==> src/hdl/esk_pkg.sv <==
// Shared constants for the elastic scatter kinematics pipeline.
// Used by the square root, CORDIC, divider and top-level modules. No dependencies.
package esk_pkg;

   // integer square root: 52-bit radicand, 26-bit root, one root bit per stage
   localparam int SQ_OUT_W   = 26;
   localparam int SQ_IN_W    = 2 * SQ_OUT_W;
   localparam int SQRT_STEPS = SQ_OUT_W;

   // CORDIC vectoring
   localparam int CORDIC_STEPS = 23;
   localparam int ZQ_W         = 25;
   localparam int CX_W         = 29;
   localparam int ANG_W        = 25;
   localparam int ANGLE_W      = 23;
   localparam logic [ANGLE_W-1:0] ANGLE_90 = 23'd5898240;

   // atan(2^-i) in 2^-16 degree, rounded
   localparam logic [21:0] ATAN_TAB [CORDIC_STEPS] = '{
      22'd2949120, 22'd1740967, 22'd919879, 22'd466945, 22'd234379, 22'd117304,
      22'd58666, 22'd29335, 22'd14668, 22'd7334, 22'd3667, 22'd1833, 22'd917,
      22'd458, 22'd229, 22'd115, 22'd57, 22'd29, 22'd14, 22'd7, 22'd4, 22'd2, 22'd1
   };

   // restoring divider: 60-bit divisor, 32 quotient bits
   localparam int DIV_W     = 60;
   localparam int DIV_STEPS = 32;

   // momentum transfer constants: proton mass 469/500 GeV, 1e6 / 64 = 15625
   localparam logic [31:0] S_HALF       = 32'h8000_0000;
   localparam logic [8:0]  MP_NUM       = 9'd469;
   localparam logic [13:0] Q_SCALE      = 14'd15625;
   localparam logic [13:0] BEAM_E_RESET = 14'd2100;

endpackage

==> src/hdl/esk_isqrt.sv <==
// Pipelined integer square root, one root bit resolved per register stage.
// Depends on esk_pkg for widths.
module esk_isqrt (
   input  logic                          clock,
   input  logic                          en,
   input  logic [esk_pkg::SQ_IN_W-1:0]   radicand,
   output logic [esk_pkg::SQ_OUT_W-1:0]  root
);
   import esk_pkg::*;

   logic [SQ_IN_W-1:0]  rem_ff  [SQRT_STEPS];
   logic [SQ_IN_W-1:0]  rem_in  [SQRT_STEPS];
   logic [SQ_OUT_W-1:0] root_ff [SQRT_STEPS];
   logic [SQ_OUT_W-1:0] root_in [SQRT_STEPS];

   // stage k tries root bit (SQRT_STEPS-1-k): rem >= (root << (b+1)) + 4^b
   always_comb begin
      logic [SQ_IN_W+1:0]  rem_w;
      logic [SQ_IN_W+1:0]  trial;
      logic [SQ_OUT_W-1:0] root_w;
      for (int k = 0; k < SQRT_STEPS; k++) begin
         if (k == 0) begin
            rem_w  = (SQ_IN_W+2)'(radicand);
            root_w = '0;
         end else begin
            rem_w  = (SQ_IN_W+2)'(rem_ff[k-1]);
            root_w = root_ff[k-1];
         end
         trial = ((SQ_IN_W+2)'(root_w) << (SQRT_STEPS - k))
               + ((SQ_IN_W+2)'(1) << (2 * (SQRT_STEPS - 1 - k)));
         if (rem_w >= trial) begin
            rem_in[k]  = SQ_IN_W'(rem_w - trial);
            root_in[k] = root_w | (SQ_OUT_W'(1) << (SQRT_STEPS - 1 - k));
         end else begin
            rem_in[k]  = SQ_IN_W'(rem_w);
            root_in[k] = root_w;
         end
      end
   end

   always_ff @(posedge clock) begin
      if (en) begin
         for (int k = 0; k < SQRT_STEPS; k++) begin
            rem_ff[k]  <= rem_in[k];
            root_ff[k] <= root_in[k];
         end
      end
   end

   assign root = root_ff[SQRT_STEPS-1];

endmodule

==> config.mk <==
export PLATFORM = sky130hd
export DESIGN_NAME = esk_isqrt
export DESIGN_NICKNAME = d
export VERILOG_FILES = /design/src/hdl/esk_pkg.sv /design/src/hdl/esk_isqrt.sv
export SDC_FILE = /design/constraint.sdc
export NUM_CORES = 2
export LEC_CHECK = 0
export ABC_CLOCK_PERIOD_IN_PS = 3900
export BUFFER_PORTS_ARGS = -buffer_cell sky130_fd_sc_hd__buf_4
export CORE_MARGIN = 5
export CORE_UTILIZATION = 40
export DETAILED_ROUTE_END_ITERATION = 10
export PLACE_DENSITY = 0.58
export SLEW_MARGIN = 20
export SYNTH_ARGS = -nofsm -noshare
export SYNTH_HDL_FRONTEND = slang
export SYNTH_SLANG_ARGS = --single-unit
==> constraint.sdc <==
create_clock -name clock -period 3.9 [get_ports clock]
set_input_delay 0.195 -clock clock [delete_from_list [all_inputs] [get_ports clock]]
set_output_delay 0.195 -clock clock [all_outputs]
set_load 0.03 [all_outputs]
# --- Word level (Yosys, flattened, before mapping) ---
# Memories as Yosys holds them, arrays and structs flattened.
# Cells that the tools add are included.
totals:
  memories: 2
  input_bits: 54
  word_cells: 133
  ram_bits: 2028
  reg_bits: 0
  out_inout_bits: 26
  romBits: 0
  latch_bits: 0
memory_table:
  columns: ["memory", "words", "word_bits", "read_ports", "rd_ports_with_merged_regs", "wr", "line", "rtl"]
  rows:
  - ["rem_ff", 26, 52, 25, 0, 26, "esk_isqrt.sv:11", "logic [SQ_IN_W-1:0] rem_ff [SQRT_STEPS];"]
  - ["root_ff", 26, 26, 26, 0, 26, "esk_isqrt.sv:13", "logic [SQ_OUT_W-1:0] root_ff [SQRT_STEPS];"]
op_classes:
  multipliers: 0
  magnitude_cmp: 26
  muxes: 54
  shifts: 0
  reduce_logical: 0
  n_div: 0
  addsub: 51
  n_bitwise: 0
  eq_ne: 0
ops:
  columns: ["operator", "n"]
  rows:
  - ["two-way mux 52 bit", 26]
  - ["adder 51 x 49 -> 52 bit, second input constant", 1]
  - ["greater-or-equal comparator 52 x 28 -> 1 bit", 1]
  - ["greater-or-equal comparator 52 x 29 -> 1 bit", 1]
  - ["greater-or-equal comparator 52 x 30 -> 1 bit", 1]
  - ["greater-or-equal comparator 52 x 31 -> 1 bit", 1]
  - ["greater-or-equal comparator 52 x 32 -> 1 bit", 1]
  - ["greater-or-equal comparator 52 x 33 -> 1 bit", 1]
  - ["greater-or-equal comparator 52 x 34 -> 1 bit", 1]
  - ["greater-or-equal comparator 52 x 35 -> 1 bit", 1]
  - ["greater-or-equal comparator 52 x 36 -> 1 bit", 1]
  - ["greater-or-equal comparator 52 x 37 -> 1 bit", 1]
  - ["greater-or-equal comparator 52 x 38 -> 1 bit", 1]
  - ["greater-or-equal comparator 52 x 39 -> 1 bit", 1]
  - ["greater-or-equal comparator 52 x 40 -> 1 bit", 1]
  - ["greater-or-equal comparator 52 x 41 -> 1 bit", 1]
  - ["greater-or-equal comparator 52 x 42 -> 1 bit", 1]
  - ["greater-or-equal comparator 52 x 43 -> 1 bit", 1]
  - ["greater-or-equal comparator 52 x 44 -> 1 bit", 1]
  - ["greater-or-equal comparator 52 x 45 -> 1 bit", 1]
  - ["greater-or-equal comparator 52 x 46 -> 1 bit", 1]
  - ["greater-or-equal comparator 52 x 47 -> 1 bit", 1]
  - ["greater-or-equal comparator 52 x 48 -> 1 bit", 1]
  - ["greater-or-equal comparator 52 x 49 -> 1 bit", 1]
  - ["other kinds (80)", 82]

# --- Longest topological paths before layout ---
# An unclocked memory read counts as a cell.
logic_depth:
  ltp_word: 4
  mapped_depth: 15
  depth_no_buf: 12

# --- Least setup slack after synthesis ---
# OpenSTA, ideal clock, no wires.
synth_timing:
  path_kind: "reg2reg"
  start: "memory rem_ff[1][268] (netlist bit)"
  end: "memory rem_ff[1][350] (netlist bit) (data pin)"
  path_slack_ns: 0.664
  n_path_buf: 0
  path_stages_with_launch: 11
  period_less_slack_ns: 3.236
  required_time_ns: 3.642
  arrival_time_ns: 2.978
  setup_ns: 0.258
  path_cell_list: "edfxtp_1 ha_1 or4b_2 nor4_1 nand2_1 a41oi_1 o21ai_2 a2111oi_2 o21ai_2 or3_1 xnor2_1"
synth_rtl:
  columns: ["element", "line"]
  rows:
  - ["start: declaration", "esk_isqrt.sv:11"]

==> results.sh <==
export IMPL_worstSetupStartpointType="flip-flop"
export IMPL_fillers=17334
export IMPL_drt_wl_total_mm=172
export IMPL_die_area_sq_um=205000
export IMPL_grt_usage=0.166
export IMPL_power_frac_clock=0.331
export IMPL_placed_area_sq_um=82900
export IMPL_grt_first_pass_wirelength_mm=271
export IMPL_p_sw_mw=14.1
export IMPL_syn_to_final_growth_pct=13.8
export IMPL_intPower_mw=36.0
export IMPL_drc=0
export IMPL_synth_most_common_cell="edfxtp_1"
export IMPL_switching_share=0.281
export IMPL_slew_violations=0
export IMPL_final_util=0.458
export IMPL_crit_path_max_incr_delay_ns=0.72
export IMPL_dr_total_vias=48249
export IMPL_layout_nets=6871
export IMPL_synth_distinct_cells=93
export IMPL_multiInputGateArea_sq_um=26700
export IMPL_io_pins=80
export IMPL_avgSynthCellArea_sq_um=12.8
export IMPL_grt_pass1_vias=49215
export IMPL_min_path_type="in -> reg"
export IMPL_viasPerCell=5.24
export IMPL_wl_per_cell_um=18.7
export IMPL_reg2reg_from="rem_ff[0][710]$_DFFE_PP_"
export IMPL_power_per_cell_area_nw_per_um2=560
export IMPL_arrival_ns=4.37
export IMPL_comb_power_share=0.187
export IMPL_crit_path_max_fanout=7
export IMPL_synth_nets=6571
export IMPL_period_share=0.975
export IMPL_port_buffers=79
export IMPL_tightest_slew_ns=0.971
export IMPL_dp_hpwl_mm=129
export IMPL_syn_inst=6144
export IMPL_synth_seq_cells=1651
export IMPL_synth_flop_cell="edfxtp_1"
export IMPL_endpoint_kind="flip-flop"
export IMPL_grt_max_degree=157
export IMPL_drtPass1Iterations=5
export IMPL_regArea_sq_um=49600
export IMPL_core_area_sq_um=195000
export IMPL_required_ns=4.46
export IMPL_drive_gt1_frac=0.0833
export IMPL_clockBufferDepth=3
export IMPL_synth_edf_count=1651
export IMPL_stdcell_area_sq_um=89400
export IMPL_place_ws_ns=0.0995
export IMPL_fin_tns_setup_ns=0
export IMPL_finalSetupViolCount=0
export IMPL_path_cells="ha_1 > and4_1 > nand4_1 > nor4_1 > buf_4 > nor3_1 > nand2b_1 > or4b_2 > nor3b_1 > xor2_1"
export IMPL_slew_headroom=0.352
export IMPL_ys_warn_count=0
export IMPL_worstSkewPairLatency_ns=0.82
export IMPL_period_minus_slack_ns=3.80
export IMPL_ant_nets=0
export IMPL_synth_top_cell_by_area="edfxtp_1"
export IMPL_ys_seq_area_frac=0.631
export IMPL_rsz0062_at_grt="false"
export IMPL_leakagePower_nw=33.4
export IMPL_drv_cap=0
export IMPL_cts_inserted_buffers=177
export IMPL_setup_ws_ns=0.0962
export IMPL_row_count=162
export IMPL_fin_skew_ns=0.0837
export IMPL_irDropWorstVdd_mv=0.446
export IMPL_netlist_top_cells_area="edfxtp_1, ha_1, xor2_1"
export IMPL_drtIter0Drc=2818
export IMPL_die_width_um=453
export IMPL_hold_path_startpoint="radicand[48]"
export IMPL_power_share_sequential=0.481
export IMPL_antenna_found_initial=1
export IMPL_crit_type="reg -> reg"
export IMPL_cts_root_buf="clkbuf_16"
export IMPL_synth_top_area_frac=0.631
export IMPL_cts_tree="built"
export IMPL_worst_path_max_delay_cell="nor4_1"
export IMPL_synthArstFlopShare=0
export IMPL_cts_sinks=1651
export IMPL_gr_total_overflow=0
export IMPL_finalHoldViolations=0
export IMPL_crit_path_start="rem_ff[0][710]$_DFFE_PP_"
export IMPL_h_tree_depth=4
export IMPL_die_y_um=453
export IMPL_initial_core_util=0.402
export IMPL_path_clk_slew_ns=0.06
export IMPL_status="finished clean"
export IMPL_gp_congestion=0.868
export IMPL_synthTopCellsByCount="edfxtp_1, inv_1, nand2_1"
export IMPL_synth_area_sq_um=78600
export IMPL_fmax_mhz=263
-- worst paths after layout --
| check | end | slack, ns | cells after the start |
|---|---|---|---|
| max | rem_ff[0][778]$_DFFE_PP_ | 0.1 | 10 |
| min | rem_ff[0][48]$_DFFE_PP_ | 0.08 | 2 |
| max reg2reg | rem_ff[0][778]$_DFFE_PP_ | 0.1 | 10 |
| min reg2reg | root_ff[1][186]$_DFFE_PP_ | 0.43 | 0 |
-- metal layers --
metal / GRT usage / up-vias / share of wire / routed length (um)
li1: - / 23644 / - / -
met1: 0.187 / 23461 / 0.40 / 68300
met2: 0.318 / 823 / 0.54 / 92800
met3: 0.0223 / 321 / 0.031 / 5300
met4: 0.0605 / 0 / 0.035 / 6030
met5: 0 / - / 0 / 0
-- cells by family after synthesis --
| kind of cell | count (synthesis) | synth area share |
|---|---|---|
| AND/OR/NAND/NOR | 1766 | 0.118 |
| flip-flops | 1651 | 0.631 |
| AO/OA/AOI/OAI | 1153 | 0.0925 |
| buffers and inverters | 595 | 0.0301 |
| XOR/XNOR | 561 | 0.0625 |
| adder cells (fa/ha/maj) | 373 | 0.0594 |
| multiplexers | 45 | 0.00632 |
-- critical path, delay by kind of cell, from the launching register on --
family                     cells  cell delay, ns
adders and majority gates      1            0.43
buffers and inverters          1            0.24
and+or+nand+nor                7            2.37
xor gates and xnor gates       1            0.11
DFF                            1            0.39
-- timing repair --
item | CTS | global route
setup endpoints to repair | 0 | 35
resized for setup | 0 | 8
hold buffers | 57 | 0
setup buffers | 0 | 1
hold endpoints to repair | 118 | 0
-- registers in the layout (all words and copies together), names as in the netlist --
signal / flops
rem_ff: 1300
root_ff: 351
-- power groups by stage --
stage / combinational [mW] / sequential (mW) / clock, mW
2_1_floorplan: 6.81 / 23.7 / 0
3_3_place_gp: 9.15 / 24.4 / 0
3_5_place_dp: 9.26 / 24.5 / 0
4_1_cts: 9.36 / 24.1 / 17.1
5_1_grt: 10.5 / 24.3 / 17.9
6_report: 9.39 / 24.1 / 16.6
-- layout by cell type, fill, tap and decap left out, types with 38 or more instances in the layout --
cell / count
buf_4: 176
edfxtp_1: 1651
nand2b_1: 86
or3_1: 86
nor2b_1: 46
a21oi_1: 317
nand3_1: 78
o21ai_0: 319
nor2_1: 321
clkinv_1: 48
clkbuf_16: 179
nand2_1: 409
xnor2_1: 263
nand4_1: 96
dlygate4sd3_1: 57
o21a_1: 81
ha_1: 373
a21o_1: 146
o21bai_1: 38
inv_1: 461
xor2_1: 298
nor3_1: 184
nor4_1: 223
-- metrics by stage --
stage                     instances  total power, mW  hold WS, ns
after floorplan                6144             30.5        0.294
after global placement         8831             33.6        0.373
after detailed placement       8831             33.7        0.374
after CTS                      9214             50.6     0.000396
after global routing           9216             52.7       0.0318
final                          9216             50.1       0.0843
-- final cells by class --
cell class,instances,share of cell area
clock inverter,115,0.0139
tap,2624,0.0367
antenna,1,0.0000280
inverter,465,0.0195
sequential,1651,0.554
clock buffer,211,0.0514
timing repair buffer,251,0.0253
multi-input combinational,3898,0.299
(Power assumes the default switching activity.)
